--- src/rtl/core/divisor_count_trial_division_defines.svh ---
// assertion macros for the rtl, used by dct_factor
`ifndef DIVISOR_COUNT_TRIAL_DIVISION_DEFINES_SVH
`define DIVISOR_COUNT_TRIAL_DIVISION_DEFINES_SVH

// same-cycle implication
`define DCT_ASSERT_NOW(lbl, ante, cons, msg) \
    lbl: assert property (@(posedge clk) disable iff (!rst_n) (ante) |-> (cons)) \
        else $error(msg);

// next-cycle implication
`define DCT_ASSERT_NEXT(lbl, ante, cons, msg) \
    lbl: assert property (@(posedge clk) disable iff (!rst_n) (ante) |=> (cons)) \
        else $error(msg);

`endif

--- src/rtl/core/dct_pkg.sv ---
package dct_pkg;

    localparam int PRIME_LIMIT = 65536;
    localparam int NUMBER_BITS = 32;
    localparam int PRIME_SLOTS = 8192;

    // mark store address and prime width
    localparam int MARK_AW  = $clog2(PRIME_LIMIT);
    localparam int SCAN_W   = MARK_AW + 1;
    localparam int ROOT_W   = MARK_AW / 2 + 1;
    localparam int SLOT_AW  = $clog2(PRIME_SLOTS);
    localparam int TOTAL_W  = SLOT_AW + 1;
    localparam int COUNT_W  = 11;
    localparam int EXP_W    = $clog2(NUMBER_BITS + 2);
    localparam int DIV_CW   = $clog2(NUMBER_BITS + 1);

    localparam logic [COUNT_W-1:0] COUNT_MAX = {COUNT_W{1'b1}};

    // prime list write from the sieve
    typedef struct packed {
        logic               we;
        logic [SLOT_AW-1:0] addr;
        logic [MARK_AW-1:0] data;
    } plist_wr_t;

endpackage

--- src/rtl/core/dct_divider.sv ---
module dct_divider
    import dct_pkg::*;
(
    input  logic                   clk,
    input  logic                   rst_n,
    input  logic                   go,
    input  logic [NUMBER_BITS-1:0] dividend,
    input  logic [MARK_AW-1:0]     divisor,
    output logic                   done,
    output logic [NUMBER_BITS-1:0] quotient,
    output logic                   rem_zero
);

    logic [NUMBER_BITS-1:0] q_reg;
    logic [MARK_AW:0]       r_reg;
    logic [MARK_AW-1:0]     d_reg;
    logic [DIV_CW-1:0]      cnt_reg;
    logic                   busy_reg;
    logic                   done_reg;

    logic [MARK_AW+1:0]     trial;
    logic [MARK_AW+1:0]     diff;

    // one quotient bit per cycle, restoring
    assign trial = {r_reg, q_reg[NUMBER_BITS-1]};
    assign diff  = trial - (MARK_AW+2)'(d_reg);

    always_ff @(posedge clk or negedge rst_n)
    begin
        if (!rst_n)
        begin
            busy_reg <= 1'b0;
            done_reg <= 1'b0;
            cnt_reg  <= '0;
        end
        else
        begin
            done_reg <= 1'b0;
            if (go)
            begin
                busy_reg <= 1'b1;
                cnt_reg  <= DIV_CW'(NUMBER_BITS - 1);
            end
            else if (busy_reg)
            begin
                cnt_reg <= cnt_reg - 1'b1;
                if (cnt_reg == '0)
                begin
                    busy_reg <= 1'b0;
                    done_reg <= 1'b1;
                end
            end
        end
    end

    // datapath
    always_ff @(posedge clk)
    begin
        if (go)
        begin
            q_reg <= dividend;
            r_reg <= '0;
            d_reg <= divisor;
        end
        else if (busy_reg)
        begin
            if (!diff[MARK_AW+1])
            begin
                r_reg <= diff[MARK_AW:0];
                q_reg <= {q_reg[NUMBER_BITS-2:0], 1'b1};
            end
            else
            begin
                r_reg <= trial[MARK_AW:0];
                q_reg <= {q_reg[NUMBER_BITS-2:0], 1'b0};
            end
        end
    end

    assign done     = done_reg;
    assign quotient = q_reg;
    assign rem_zero = (r_reg == '0);

endmodule

--- src/rtl/core/dct_factor.sv ---
`include "divisor_count_trial_division_defines.svh"

module dct_factor
    import dct_pkg::*;
(
    input  logic                   clk,
    input  logic                   rst_n,
    input  logic                   go,
    input  logic [NUMBER_BITS-1:0] number,
    input  logic [TOTAL_W-1:0]     total,
    output logic [SLOT_AW-1:0]     rd_addr,
    input  logic [MARK_AW-1:0]     rd_data,
    output logic                   active,
    output logic                   result_valid,
    output logic [COUNT_W-1:0]     result
);

    typedef enum logic [2:0] {
        F_IDLE, F_FETCH, F_WAIT, F_CHECK, F_DIV, F_FINISH
    } state_t;

    state_t                 state_reg;
    logic [NUMBER_BITS-1:0] n_reg;
    logic [MARK_AW-1:0]     p_reg;
    logic [TOTAL_W-1:0]     k_reg;
    logic [EXP_W-1:0]       e_reg;
    logic [COUNT_W-1:0]     count_reg;
    logic                   out_vld_reg;
    logic                   div_go;
    logic [NUMBER_BITS-1:0] div_n;
    logic [MARK_AW-1:0]     div_p;

    logic                   div_done;
    logic [NUMBER_BITS-1:0] div_q;
    logic                   div_rz;

    logic [2*MARK_AW-1:0]   psq;
    logic [COUNT_W+EXP_W:0] prod;
    logic [COUNT_W-1:0]     prod_sat;
    logic                   stop;

    dct_divider u_div (
        .clk      (clk),
        .rst_n    (rst_n),
        .go       (div_go),
        .dividend (div_n),
        .divisor  (div_p),
        .done     (div_done),
        .quotient (div_q),
        .rem_zero (div_rz)
    );

    // divider operands: fresh prime from the list, reduced value on a repeat
    assign div_n = (state_reg == F_DIV) ? div_q : n_reg;
    assign div_p = (state_reg == F_CHECK) ? rd_data : p_reg;

    // square of the current prime against the remaining value
    assign psq  = rd_data * rd_data;
    assign stop = (k_reg >= total) || (rd_data < MARK_AW'(2))
                  || ((NUMBER_BITS+2*MARK_AW)'(psq) > (NUMBER_BITS+2*MARK_AW)'(n_reg));

    // saturating count update by exponent plus one
    assign prod     = count_reg * ((EXP_W+1)'(e_reg) + 1'b1);
    assign prod_sat = (prod > (COUNT_W+EXP_W+1)'(COUNT_MAX)) ? COUNT_MAX : prod[COUNT_W-1:0];

    assign div_go  = (state_reg == F_CHECK && !stop)
                     || (state_reg == F_DIV && div_done && div_rz);
    assign rd_addr = k_reg[SLOT_AW-1:0];

    always_ff @(posedge clk or negedge rst_n)
    begin
        if (!rst_n)
        begin
            state_reg   <= F_IDLE;
            k_reg       <= '0;
            e_reg       <= '0;
            count_reg   <= '0;
            out_vld_reg <= 1'b0;
        end
        else
        begin
            out_vld_reg <= 1'b0;
            case (state_reg)
                F_IDLE:
                begin
                    if (go)
                    begin
                        k_reg     <= '0;
                        count_reg <= COUNT_W'(1);
                        state_reg <= F_FETCH;
                    end
                end
                F_FETCH:
                begin
                    state_reg <= F_WAIT;
                end
                F_WAIT:
                begin
                    state_reg <= F_CHECK;
                end
                F_CHECK:
                begin
                    e_reg <= '0;
                    state_reg <= stop ? F_FINISH : F_DIV;
                end
                F_DIV:
                begin
                    if (div_done)
                    begin
                        if (div_rz)
                        begin
                            e_reg <= e_reg + 1'b1;
                        end
                        else
                        begin
                            if (e_reg != '0)
                            begin
                                count_reg <= prod_sat;
                            end
                            k_reg     <= k_reg + 1'b1;
                            state_reg <= F_FETCH;
                        end
                    end
                end
                F_FINISH:
                begin
                    if (n_reg > NUMBER_BITS'(1))
                    begin
                        count_reg <= (count_reg[COUNT_W-1]) ? COUNT_MAX
                                     : {count_reg[COUNT_W-2:0], 1'b0};
                    end
                    out_vld_reg <= 1'b1;
                    state_reg   <= F_IDLE;
                end
                default:
                begin
                    state_reg <= F_IDLE;
                end
            endcase
        end
    end

    // remaining value and current prime
    always_ff @(posedge clk)
    begin
        if (state_reg == F_IDLE && go)
        begin
            n_reg <= number;
        end
        else if (state_reg == F_DIV && div_done && div_rz)
        begin
            n_reg <= div_q;
        end
        if (state_reg == F_CHECK)
        begin
            p_reg <= rd_data;
        end
    end

    assign active       = (state_reg != F_IDLE);
    assign result_valid = out_vld_reg;
    assign result       = count_reg;

    `DCT_ASSERT_NOW(a_div_nonzero, state_reg == F_DIV && div_done, p_reg >= MARK_AW'(2), "divide by a non-prime")
    `DCT_ASSERT_NOW(a_count_nonzero, out_vld_reg, count_reg != '0, "zero divisor count")
    `DCT_ASSERT_NEXT(a_result_once, out_vld_reg, !out_vld_reg, "result strobe longer than a cycle")
    `DCT_ASSERT_NOW(a_index_bound, state_reg == F_DIV, k_reg < total, "prime index beyond list")

endmodule

--- config.mk ---
export PLATFORM = sky130hd
export DESIGN_NAME = dct_factor
export DESIGN_NICKNAME = d
export VERILOG_FILES = /design/src/rtl/core/dct_pkg.sv /design/src/rtl/core/dct_divider.sv /design/src/rtl/core/dct_factor.sv
export VERILOG_INCLUDE_DIRS = /design/src /design/src/rtl/core
export SDC_FILE = /design/constraint.sdc
export NUM_CORES = 1
export LEC_CHECK = 0
export ABC_AREA = 1
export BUFFER_PORTS_ARGS = -buffer_cell sky130_fd_sc_hd__buf_4
export CAP_MARGIN = 20
export CORE_AREA = 3 3 215 217
export DETAILED_ROUTE_END_ITERATION = 6
export DIE_AREA = 0 0 218 220
export PLACE_DENSITY = 0.59
export SKIP_CTS_REPAIR_TIMING = 1
export SYNTH_ARGS = -nofsm -noshare
export SYNTH_HDL_FRONTEND = slang
export SYNTH_HIERARCHICAL = 1
export SYNTH_SLANG_ARGS = --single-unit
export TNS_END_PERCENT = 20
--- constraint.sdc ---
create_clock -name clk -period 11.4 [get_ports clk]
set_input_delay 1.14 -clock clk [delete_from_list [all_inputs] [get_ports clk]]
set_output_delay 1.14 -clock clk [all_outputs]
set_load 0.01 [all_outputs]
# --- Word level (Yosys, flattened, before mapping) ---
# Cells that the tools add are included.
classes:
  bitwise: 0
  reduce_logical: 23
  eq_ne: 12
  n_mux: 37
  shift: 0
  add_sub_neg: 5
  n_mul: 2
  magnitude_cmp: 5
  div_mod_pow: 0
op_table:
  columns: ["operator", "n"]
  rows:
  - ["$mux W32", 5]
  - ["$mux W11", 7]
  - ["$mux W14", 3]
  - ["$pmux W11 S3", 1]
  - ["$gt A32 B1 Y1 const B", 1]
  - ["$gt A32 B32 Y1", 1]
  - ["$mul A16 B16 Y32", 1]
  - ["$pmux W14 S2", 1]
  - ["$mux W6", 4]
  - ["$gt A18 B11 Y1 const B", 1]
  - ["$mul A11 B7 Y18", 1]
  - ["$sub A18 B16 Y18", 1]
  - ["$logic_not A17 Y1", 1]
  - ["$mux W17", 1]
  - ["$lt A16 B2 Y1 const B", 1]
  - ["$mux W16", 1]
  - ["$pmux W3 S5", 1]
  - ["$add A14 B1 Y14 const B", 1]
  - ["$ge A14 B14 Y1", 1]
  - ["$pmux W6 S2", 1]
  - ["$ne A2 B2 Y1 const B", 5]
  - ["$mux W1", 9]
  - ["$mux W3", 3]
  - ["$reduce_bool A2 Y1", 4]
  - ["18 further kinds", 28]
word_totals:
  ff_bits: 156
  memories: 0
  output_inout_bits: 26
  latch_bits: 0
  wordCells: 97
  inputBits: 65
  ramBits: 0
  mem_bits_ro: 0

# --- Depth between registers and ports, before layout ---
# Gate-level depths: netlist of the first run.
depth:
  depth_word: 8
  mapped_depth: 40
  ltp_nobuf: 37

# --- By module ---
# Netlist of the first run, hierarchy kept.
by_module_without_submodules:
  columns: ["module", "seq_area_each_um2", "instances", "cells_per_inst", "area_each_um2"]
  rows:
  - ["dct_factor", 2157.1, 1, 2103, 15691.3]
  - ["dct_divider", 1981.9, 1, 557, 4205.3]

# --- Worst setup path before layout of the first run ---
# Ideal clock, no wire load.
synth_path:
  path_kind: "input-to-reg"
  startpoint: "input port rd_data[1]"
  endpoint: "register u_div.q_reg[0], in the netlist u_div/quotient[0] (enable)"
  setup_slack_ps: 1036
  setup_time_ps: 387
  required_time_ps: 11013
  path_buffers: 3
  stages: 33
  arrival_ps: 9977
  path_cell_list: "clkbuf_1 clkbuf_1 nand2_1 fa_1 inv_1 fa_1 fa_1 fa_1 fa_1 inv_1 fa_1 inv_1 ha_1 a21oi_1 o21ai_0 a21oi_1 inv_1 a21oi_1 nand2_1 nand2_1 nand2_1 ha_1 nand2_1 nor2_1 nor3b_1 and3_1 nand3_1 nand2_1 nand2_1 o21ai_0 nor2_1 clkbuf_1 inv_1"
synth_via:
  elab_chain_len: 8
  word_cells_on_any_way: 11
  cone_classes: "1 x mul; 2 x order compare; 1 x eq/ne; 7 x reduce/logical"
synth_lines:
  columns: ["element", "line", "rtl"]
  rows:
  - ["start, declared", "dct_factor.sv:12", "input logic [MARK_AW-1:0] rd_data,"]
  - ["$mul A16 B16 Y32 / $lt A16 B2 Y1 (equally long branches)", "dct_factor.sv:58, dct_factor.sv:59", null]
  - ["$gt A32 B32 Y1 / $logic_or A1 B1 Y1 (equally long branches)", "dct_factor.sv:60, dct_factor.sv:59", null]
  - ["$logic_or A1 B1 Y1 *", "dct_factor.sv:60", "|| ((NUMBER_BITS+2*MARK_AW)'(psq) > (NUMBER_BITS+2*MARK_AW)'(n_reg));"]
  - ["$logic_not A1 Y1 *", "dct_factor.sv:66", "assign div_go = (state_reg == F_CHECK && !stop)"]
  - ["$logic_and A1 B1 Y1 *", "dct_factor.sv:66", null]
  - ["$logic_or A1 B1 Y1 *", "dct_factor.sv:67", "|| (state_reg == F_DIV && div_done && div_rz);"]
  - ["net div_go", "dct_factor.sv:29", "logic div_go;"]
  - ["$ne A2 B2 Y1 (no line) / $reduce_bool A2 Y1 (equally long branches)", null, null]
  - ["$reduce_and A2 Y1 (no line) *", null, null]
  - ["end signal, assigned", "dct_divider.sv:61", "q_reg <= dividend;"]
  - ["end signal, assigned", "dct_divider.sv:70", "q_reg <= {q_reg[NUMBER_BITS-2:0], 1'b1};"]
  - ["end signal, assigned", "dct_divider.sv:75", "q_reg <= {q_reg[NUMBER_BITS-2:0], 1'b0};"]
  - ["end, declared", "dct_divider.sv:14", "logic [NUMBER_BITS-1:0] q_reg;"]
# Mark *: on every way through the listed nets, which the timed path passes. The rest lies on a longest branch.
# A chain may end at the register's enable or synchronous reset.

# --- Worst setup path in the final report of the first run ---
layout_path:
  startpoint: "input port rd_data[11]"
  endpoint: "register u_div.q_reg[15], in the netlist u_div/quotient[15] (enable)"
# Same word-level chain as after synthesis.

==> results of run 1 <==
[metal layers]
layer / wire, µm / track usage [%] / vias to the layer above
met5: 25 / 0 / -
met4: 1060 / 5.28 / 4
met3: 2120 / 2.83 / 78
met2: 24800 / 38.5 / 396
met1: 22200 / 28.0 / 7837
li1: - / - / 8198
[tightest hold or removal path: cells and delay by family, from the launching register on]
family	cells	cell delay, ns
flops	1	0.31
simple gates	2	0.11
[per-stage QoR]
step	setup slack (ns)	utilization (%)	instances	instance area, µm²
floorplan	1.04	-	2660	19900
CTS	2.35	48.6	3291	21500
global route	1.89	48.6	3291	21500
detailed placement	1.91	47.3	3259	21000
finish	2.34	48.6	3291	21500
global placement	1.98	47.3	3259	21000
[synthesized netlist by cell type (28+ instances only)]
cell | n | area (µm²)
nand2_1 | 717 | 2690
inv_1 | 602 | 2260
ha_1 | 206 | 2580
fa_1 | 205 | 4100
nor2_1 | 133 | 499
o21ai_0 | 124 | 621
a21oi_1 | 107 | 536
nand3_1 | 98 | 490
edfxtp_1 | 80 | 2400
clkbuf_1 | 59 | 221
dfrtp_1 | 43 | 1080
dfxtp_1 | 33 | 661
xor2_1 | 32 | 280
nand4_1 | 28 | 175
[layout make-up]
cell class | instances | area [µm²]
inverters | 613 | 2300
well taps | 592 | 741
multi-input cells | 1800 | 13100
repair buffers | 98 | 736
flip-flops and latches | 156 | 4140
clock buffers | 19 | 433
clock inverters | 13 | 140
fillers | 4493 | 22800
[kinds of logic after synthesis]
| family | Yosys count | share of synthesized area [%] |
|---|---|---|
| and+or+nand+nor | 1052 | 21.9 |
| buffers and inverters | 704 | 13.7 |
| adders and majority gates | 411 | 33.6 |
| AOI/OAI and AO/OA | 283 | 7.70 |
| DFF | 156 | 20.8 |
| xor gates and xnor gates | 54 | 2.38 |
[worst min path at each step]
stage | cells past startpoint | from | endpoint
5_1_grt | 2 | p_reg[6] | p_reg[6]
3_5_place_dp | 2 | p_reg[6] | p_reg[6]
4_1_cts | 2 | p_reg[6] | p_reg[6]
6_report | 2 | p_reg[9] | p_reg[9]
3_3_place_gp | 2 | p_reg[6] | p_reg[6]
2_1_floorplan | 2 | p_reg[11] | p_reg[11]
==> results.sh, run 1 <==
export IMPL_fp_dieW_um=218
export IMPL_place_congestion=0.900
export IMPL_critical_path_class="in2reg"
export IMPL_cts_sinks=156
export IMPL_relSlewSlack_pct=44.9
export IMPL_clk_pin_slew_ns=0.06
export IMPL_io_buffer_count=90
export IMPL_grt_pass1_wl_mm=83.6
export IMPL_drv_cap=0
export IMPL_synthesis_nets=3136
export IMPL_cpMostUsedCell="nand2_1"
export IMPL_rr_worst_depth=25
export IMPL_rr_endpoint="result[2]"
export IMPL_setup_viol=0
export IMPL_ys_seq_elements=156
export IMPL_htreeDepth=4
export IMPL_period_needed_ns=9.06
export IMPL_via_per_inst=5.02
export IMPL_ys_warn_count=6
export IMPL_crit_family="adder cells"
export IMPL_nNetsFinal=3162
export IMPL_clock_latency_ns=0.44
export IMPL_synth_edff_count=80
export IMPL_initial_core_util_pct=44.9
export IMPL_crit_slowest_cell="fa_1"
export IMPL_r2r_start="e_reg[0]"
export IMPL_ant_nets=0
export IMPL_cp_end_kind="register"
export IMPL_grt_max_degree=78
export IMPL_ys_types=49
export IMPL_tns_ns=0
export IMPL_synth_ff_type="edfxtp_1"
export IMPL_rsz0062_at_grt="no"
export IMPL_die_h_um=220
export IMPL_fp_dieArea_mm2=0.0480
export IMPL_reg2reg_setup_slack_ns=5.36
export IMPL_pin_count=91
export IMPL_startpoint="rd_data[11]"
export IMPL_drive_gt1_share_pct=6.04
export IMPL_grt_pass1_vias=16700
export IMPL_finalHoldViolCount=0
export IMPL_drcViolationCount=0
export IMPL_cpPeakStageDelay_ns=0.55
export IMPL_synthCells=2660
export IMPL_cts_root_buffer="clkbuf_16"
export IMPL_path_depth=35
export IMPL_finalCritPeriodShare_pct=79.4
export IMPL_ys_seq_area_share_pct=20.8
export IMPL_async_reset_ff_share_pct=27.6
export IMPL_syn_to_final_growth_pct=8.29
export IMPL_fin_skew_ns=0.0132
export IMPL_num_antenna_cells=0
export IMPL_drt_initial_drc_count=1020
export IMPL_crit_path_start_kind="input pin"
export IMPL_cts_tree="built"
export IMPL_hpwl_mm=40.9
export IMPL_grt_overflow_total=0
export IMPL_cp_arrival_ns=9.16
export IMPL_track_usage_pct=21.6
export IMPL_routed_wl_mm=50.1
export IMPL_crit_required_ns=11.51
export IMPL_critical_path_max_fanout=22
export IMPL_clock_path_buffers=2
export IMPL_syn_area_mm2=0.0199
export IMPL_antenna_found_initial=5
export IMPL_cp_num_buf_inv=8
export IMPL_hold_class="reg2reg"
export IMPL_final_common_cell="nand2_1"
export IMPL_synth_avg_cell_area_um2=7.48
export IMPL_final_cell_mix="nand2_1 (717), inv_1 (602), ha_1 (206), fa_1 (205), nor2_1 (132)"
export IMPL_whs_ns=0.451
export IMPL_dr_total_vias=16500
export IMPL_run_status="finished, final reports clean"
export IMPL_dr_pass1_iters=6
export IMPL_cts_buffers=17
export IMPL_wire_per_inst_um=15.2
export IMPL_clock_fmax_mhz=110
export IMPL_core_area_mm2=0.0443
export IMPL_crit_path_end="u_div/quotient[15]"
export IMPL_tightest_slew_ns=0.826
export IMPL_slew_violations=0
export IMPL_rows=77
Power of run 1 is left out: the tool's default activity adds up to more than one toggle a clock period on the data nets, which glitch-free logic cannot reach.
==> run 2: changes to the inputs <==
--- a/config.mk
+++ b/config.mk
@@ -12,7 +12,7 @@
 export CORE_AREA = 3 3 215 217
 export DETAILED_ROUTE_END_ITERATION = 6
 export DIE_AREA = 0 0 218 220
-export PLACE_DENSITY = 0.59
+export PLACE_DENSITY = 0.61
 export SKIP_CTS_REPAIR_TIMING = 1
 export SYNTH_ARGS = -nofsm -noshare
 export SYNTH_HDL_FRONTEND = slang
==> constraint.sdc (replaced) <==
create_clock -name clk -period 7.6 [get_ports clk]
set_input_delay 0.76 -clock clk [delete_from_list [all_inputs] [get_ports clk]]
set_output_delay 0.76 -clock clk [all_outputs]
set_load 0.01 [all_outputs]
==> run 2 against run 1 <==
Non-clock buffer count up 129. Global-route usage down 0.18 points. Cell count up 3.9%. Sequential share of layout area down 1.1 points. Routed wire length down 0.83%. Utilization up 3.0 points. Worst hold slack worse by 0.13 ns. Count of clock-buffer cells in the layout down 1. Critical path depth down 2. Clock skew down 0.0044 ns. Critical path type unchanged. Largest cell class unchanged.
==> results.sh, run 2 (synthesized netlist as in run 1, its figures left out) <==
export IMPL_run_status="finished, final reports clean"
export IMPL_slew_violations=0
export IMPL_clk_pin_slew_ns=0.07
export IMPL_crit_path_start_kind="input pin"
export IMPL_tightest_slew_ns=0.815
export IMPL_drive_gt1_share_pct=12.1
export IMPL_pin_count=91
export IMPL_grt_max_degree=78
export IMPL_drcViolationCount=0
export IMPL_cts_root_buffer="clkbuf_16"
export IMPL_dr_pass1_iters=5
export IMPL_wire_per_inst_um=14.5
export IMPL_setup_viol=0
export IMPL_relSlewSlack_pct=45.6
export IMPL_ant_nets=0
export IMPL_fin_util_pct=51.7
export IMPL_drt_initial_drc_count=1021
export IMPL_cpPeakStageDelay_ns=0.59
export IMPL_finalCritPeriodShare_pct=96.2
export IMPL_die_h_um=220
export IMPL_cpMostUsedCell="nand2_1"
export IMPL_routed_wl_mm=49.7
export IMPL_multi_input_area_mm2=0.0133
export IMPL_ff_latch_area_mm2=0.00414
export IMPL_nNetsFinal=3291
export IMPL_cp_arrival_ns=7.69
export IMPL_hold_class="in2async"
export IMPL_cts_sinks=156
export IMPL_grt_overflow_total=0
export IMPL_finalHoldViolCount=0
export IMPL_syn_to_final_growth_pct=15.1
export IMPL_final_common_cell="nand2_1"
export IMPL_io_buffer_count=90
export IMPL_fp_dieArea_mm2=0.0480
export IMPL_rows=77
export IMPL_critical_path_max_fanout=18
export IMPL_track_usage_pct=21.4
export IMPL_fin_skew_ns=0.00886
export IMPL_crit_slowest_cell="fa_1"
export IMPL_cts_buffers=17
export IMPL_grt_pass1_vias=17100
export IMPL_period_needed_ns=7.31
export IMPL_initial_core_util_pct=44.9
export IMPL_dr_total_vias=16900
export IMPL_grt_pass1_wl_mm=83.3
export IMPL_crit_required_ns=7.99
export IMPL_hpwl_mm=41.6
export IMPL_final_cell_mix="nand2_1 (702), inv_1 (596), buf_4 (219), fa_1 (205), ha_1 (197)"
export IMPL_num_fill_cells=4395
export IMPL_drv_cap=0
export IMPL_clock_path_buffers=2
export IMPL_core_area_mm2=0.0443
export IMPL_cp_end_kind="register"
export IMPL_rr_worst_depth=23
export IMPL_via_per_inst=4.94
export IMPL_clock_latency_ns=0.44
export IMPL_clock_fmax_mhz=137
export IMPL_fp_dieW_um=218
export IMPL_antenna_found_initial=2
export IMPL_num_antenna_cells=0
export IMPL_critical_path_class="in2reg"
export IMPL_htreeDepth=4
export IMPL_place_congestion=0.919
export IMPL_cts_tree="built"
[run 2: changes by cell type in the layout (fill, tap and decap cells not counted), sizes merged]
cell    previous run  this run
clkbuf            19        18
bufinv             2         4
buf               98       227
inv              614       613
[run 2: layout make-up]
class / count / share of cell area [%]
Sequential cell: 156 / 18.1
Multi-Input combinational cell: 1800 / 58.1
Clock buffer: 18 / 1.87
Tap cell: 592 / 3.23
Timing Repair Buffer: 227 / 7.80
Clock inverter: 14 / 0.836
Inverter: 613 / 10.1
[run 2: worst paths after layout]
kind	endpoint	start	slack (ns)
min reg2reg	p_reg[11]	p_reg[11]	0.46
min	u_div/cnt_reg[4]	rst_n	0.32
max in group asynchronous	state_reg[2]	rst_n	6.83
max	u_div/r_reg[16]	rd_data[10]	0.29
max reg2reg	result[1]	e_reg[0]	1.66
min in group clk	p_reg[11]	p_reg[11]	0.46
[run 2: critical path: cells and delay by family]
kind / cells / cell delay, ns
AND/OR/NAND/NOR: 14 / 1.52
adder cells (fa/ha/maj): 8 / 3.74
AO/OA/AOI/OAI: 4 / 0.68
buffers and inverters: 7 / 0.97
[run 2: routing by layer]
metal / up-vias / track usage, % / share of wire, %
met5: - / 0 / 0
met4: 0 / 5.26 / 1.9
met3: 62 / 2.44 / 3.8
met2: 352 / 38.1 / 50
met1: 8016 / 28.0 / 45
li1: 8478 / - / -
[run 2: stage by stage]
step | setup TNS [ns] | instances | setup slack (ns) | hold slack [ns] | instance area, µm²
final | 0 | 3420 | 0.293 | 0.319 | 22900
after global routing | -0.00285 | 3420 | -0.00285 | 0.340 | 22900
after CTS | 0 | 3419 | 0.183 | 0.322 | 22900
after detailed placement | -13.45 | 3387 | -0.295 | 0.443 | 22200
after global placement | -12.37 | 3387 | -0.254 | 0.442 | 22200
after floorplan | -6.92 | 2660 | -0.185 | 0.412 | 20400
Power of run 2 is left out for the same reason.
==> run 3: changes to the inputs <==
--- a/config.mk
+++ b/config.mk
@@ -9,10 +9,12 @@
 export ABC_AREA = 1
 export BUFFER_PORTS_ARGS = -buffer_cell sky130_fd_sc_hd__buf_4
 export CAP_MARGIN = 20
-export CORE_AREA = 3 3 215 217
+export CELL_PAD_IN_SITES_DETAIL_PLACEMENT = 1
+export CELL_PAD_IN_SITES_GLOBAL_PLACEMENT = 2
+export CORE_AREA = 3 3 246 248
 export DETAILED_ROUTE_END_ITERATION = 6
-export DIE_AREA = 0 0 218 220
-export PLACE_DENSITY = 0.61
+export DIE_AREA = 0 0 249 251
+export PLACE_DENSITY = 0.76
 export SKIP_CTS_REPAIR_TIMING = 1
 export SYNTH_ARGS = -nofsm -noshare
 export SYNTH_HDL_FRONTEND = slang
==> run 3 against run 2 <==
Die area up 30%. Worst hold slack better by 0.0086 ns. Non-clock buffer count increased by 34. Routed wire length increased by 22%. Global-route usage fell by 1.9 points. Setup slack worse by 0.061 ns. Critical path type unchanged. Largest cell class unchanged. Highest routed layer unchanged.
==> results.sh, run 3 (synthesized netlist as in run 1, its figures left out) <==
export IMPL_run_status="finished, final reports clean"
export IMPL_clock_latency_ns=0.45
export IMPL_rows=89
export IMPL_slew_violations=0
export IMPL_cpPeakStageDelay_ns=0.57
export IMPL_startpoint="rd_data[5]"
export IMPL_initial_core_util_pct=33.9
export IMPL_crit_path_end="u_div/quotient[10]"
export IMPL_tightest_slew_ns=0.891
export IMPL_num_antenna_cells=0
export IMPL_cts_root_buffer="clkbuf_16"
export IMPL_fp_dieW_um=249
export IMPL_clock_path_buffers=2
export IMPL_critical_path_max_fanout=11
export IMPL_crit_path_start_kind="input pin"
export IMPL_final_cells=3635
export IMPL_dr_pass1_iters=5
export IMPL_routed_wl_mm=60.5
export IMPL_cp_arrival_ns=7.58
export IMPL_dp_cells=3596
export IMPL_clk_pin_slew_ns=0.07
export IMPL_cts_tree="built"
export IMPL_num_fill_cells=7147
export IMPL_fin_util_pct=40.5
export IMPL_final_cell_mix="nand2_1 (679), inv_1 (593), buf_4 (237), fa_1 (201), ha_1 (191)"
export IMPL_wire_per_inst_um=16.7
export IMPL_r2r_start="e_reg[0]"
export IMPL_clock_fmax_mhz=136
export IMPL_relSlewSlack_pct=40.6
export IMPL_rr_endpoint="result[8]"
export IMPL_drt_initial_drc_count=577
export IMPL_reg2reg_setup_slack_ns=1.36
export IMPL_fp_dieArea_mm2=0.0625
export IMPL_grt_pass1_vias=18900
export IMPL_hold_class="in2async"
export IMPL_finalHoldViolCount=0
export IMPL_grt_overflow_total=0
export IMPL_cts_sinks=156
export IMPL_crit_required_ns=7.81
export IMPL_crit_slowest_cell="fa_1"
export IMPL_rr_worst_depth=25
export IMPL_antenna_found_initial=0
export IMPL_place_congestion=0.845
export IMPL_die_h_um=251
export IMPL_cts_buffers=17
export IMPL_dr_total_vias=17300
export IMPL_drcViolationCount=0
export IMPL_core_area_mm2=0.0587
export IMPL_nNetsFinal=3325
export IMPL_cpMostUsedCell="fa_1"
export IMPL_ant_nets=0
export IMPL_critical_path_class="in2reg"
export IMPL_final_common_cell="nand2_1"
export IMPL_hpwl_mm=50.7
export IMPL_setup_viol=0
export IMPL_drive_gt1_share_pct=15.5
export IMPL_cp_end_kind="register"
export IMPL_track_usage_pct=19.6
export IMPL_grt_pass1_wl_mm=99.1
export IMPL_pin_count=91
export IMPL_fin_skew_ns=0.0141
export IMPL_period_needed_ns=7.37
export IMPL_io_buffer_count=90
export IMPL_syn_to_final_growth_pct=19.4
export IMPL_finalCritPeriodShare_pct=97.0
export IMPL_via_per_inst=4.75
export IMPL_drv_cap=0
export IMPL_grt_max_degree=78
export IMPL_htreeDepth=4
run 3: cell types whose count changed in the layout (fill, tap and decap cells not counted), moves of 10 or more:
cell	previous run	this run
nand2_1	702	679
a21oi_1	101	90
nand2_2	19	39
a21oi_2	7	17
buf_4	219	237
run 3: layer usage:
layer / part of all wire [%] / GRT usage, %
met5: 0 / 0
met4: 1.4 / 3.64
met3: 2.4 / 2.42
met2: 51 / 35.6
met1: 45 / 25.2
run 3: final cells by class:
type                    instances  area, µm²  area share (%)
flip-flops and latches        156       4140            17.4
clock inverters                15        141           0.595
repair buffers                261       2150            9.05
multi-input cells            1800      13600            57.4
well taps                     773        967            4.07
inverters                     613       2300            9.70
clock buffers                  17        425            1.79
run 3: worst min-delay path by stage:
stage,start,end,cells after the start
global route,rst_n,k_reg[3],1
detailed placement,p_reg[9],p_reg[9],2
CTS,rst_n,k_reg[3],1
finish,rst_n,k_reg[3],1
global placement,p_reg[6],p_reg[6],2
floorplan,p_reg[11],p_reg[11],2
run 3: worst max-delay path: cells and delay by family:
kind,cells,cell delay (ns)
buffers and inverters,10,1.23
adders and majority gates,8,3.65
and+or+nand+nor,15,1.73
AOI/OAI and AO/OA,2,0.20
run 3: metrics by stage:
| stage | setup TNS (ns) | hold slack, ns | instance area, µm² | setup WS, ns |
|---|---|---|---|---|
| 2_1_floorplan | -6.92 | 0.412 | 20400 | -0.185 |
| 3_3_place_gp | -32.08 | 0.429 | 22700 | -0.370 |
| 3_5_place_dp | -35.27 | 0.439 | 22700 | -0.417 |
| 4_1_cts | -0.00527 | 0.330 | 23200 | -0.00527 |
| 5_1_grt | -0.521 | 0.355 | 23800 | -0.0316 |
| 6_report | 0 | 0.327 | 23800 | 0.232 |
Power of run 3 is left out for the same reason.
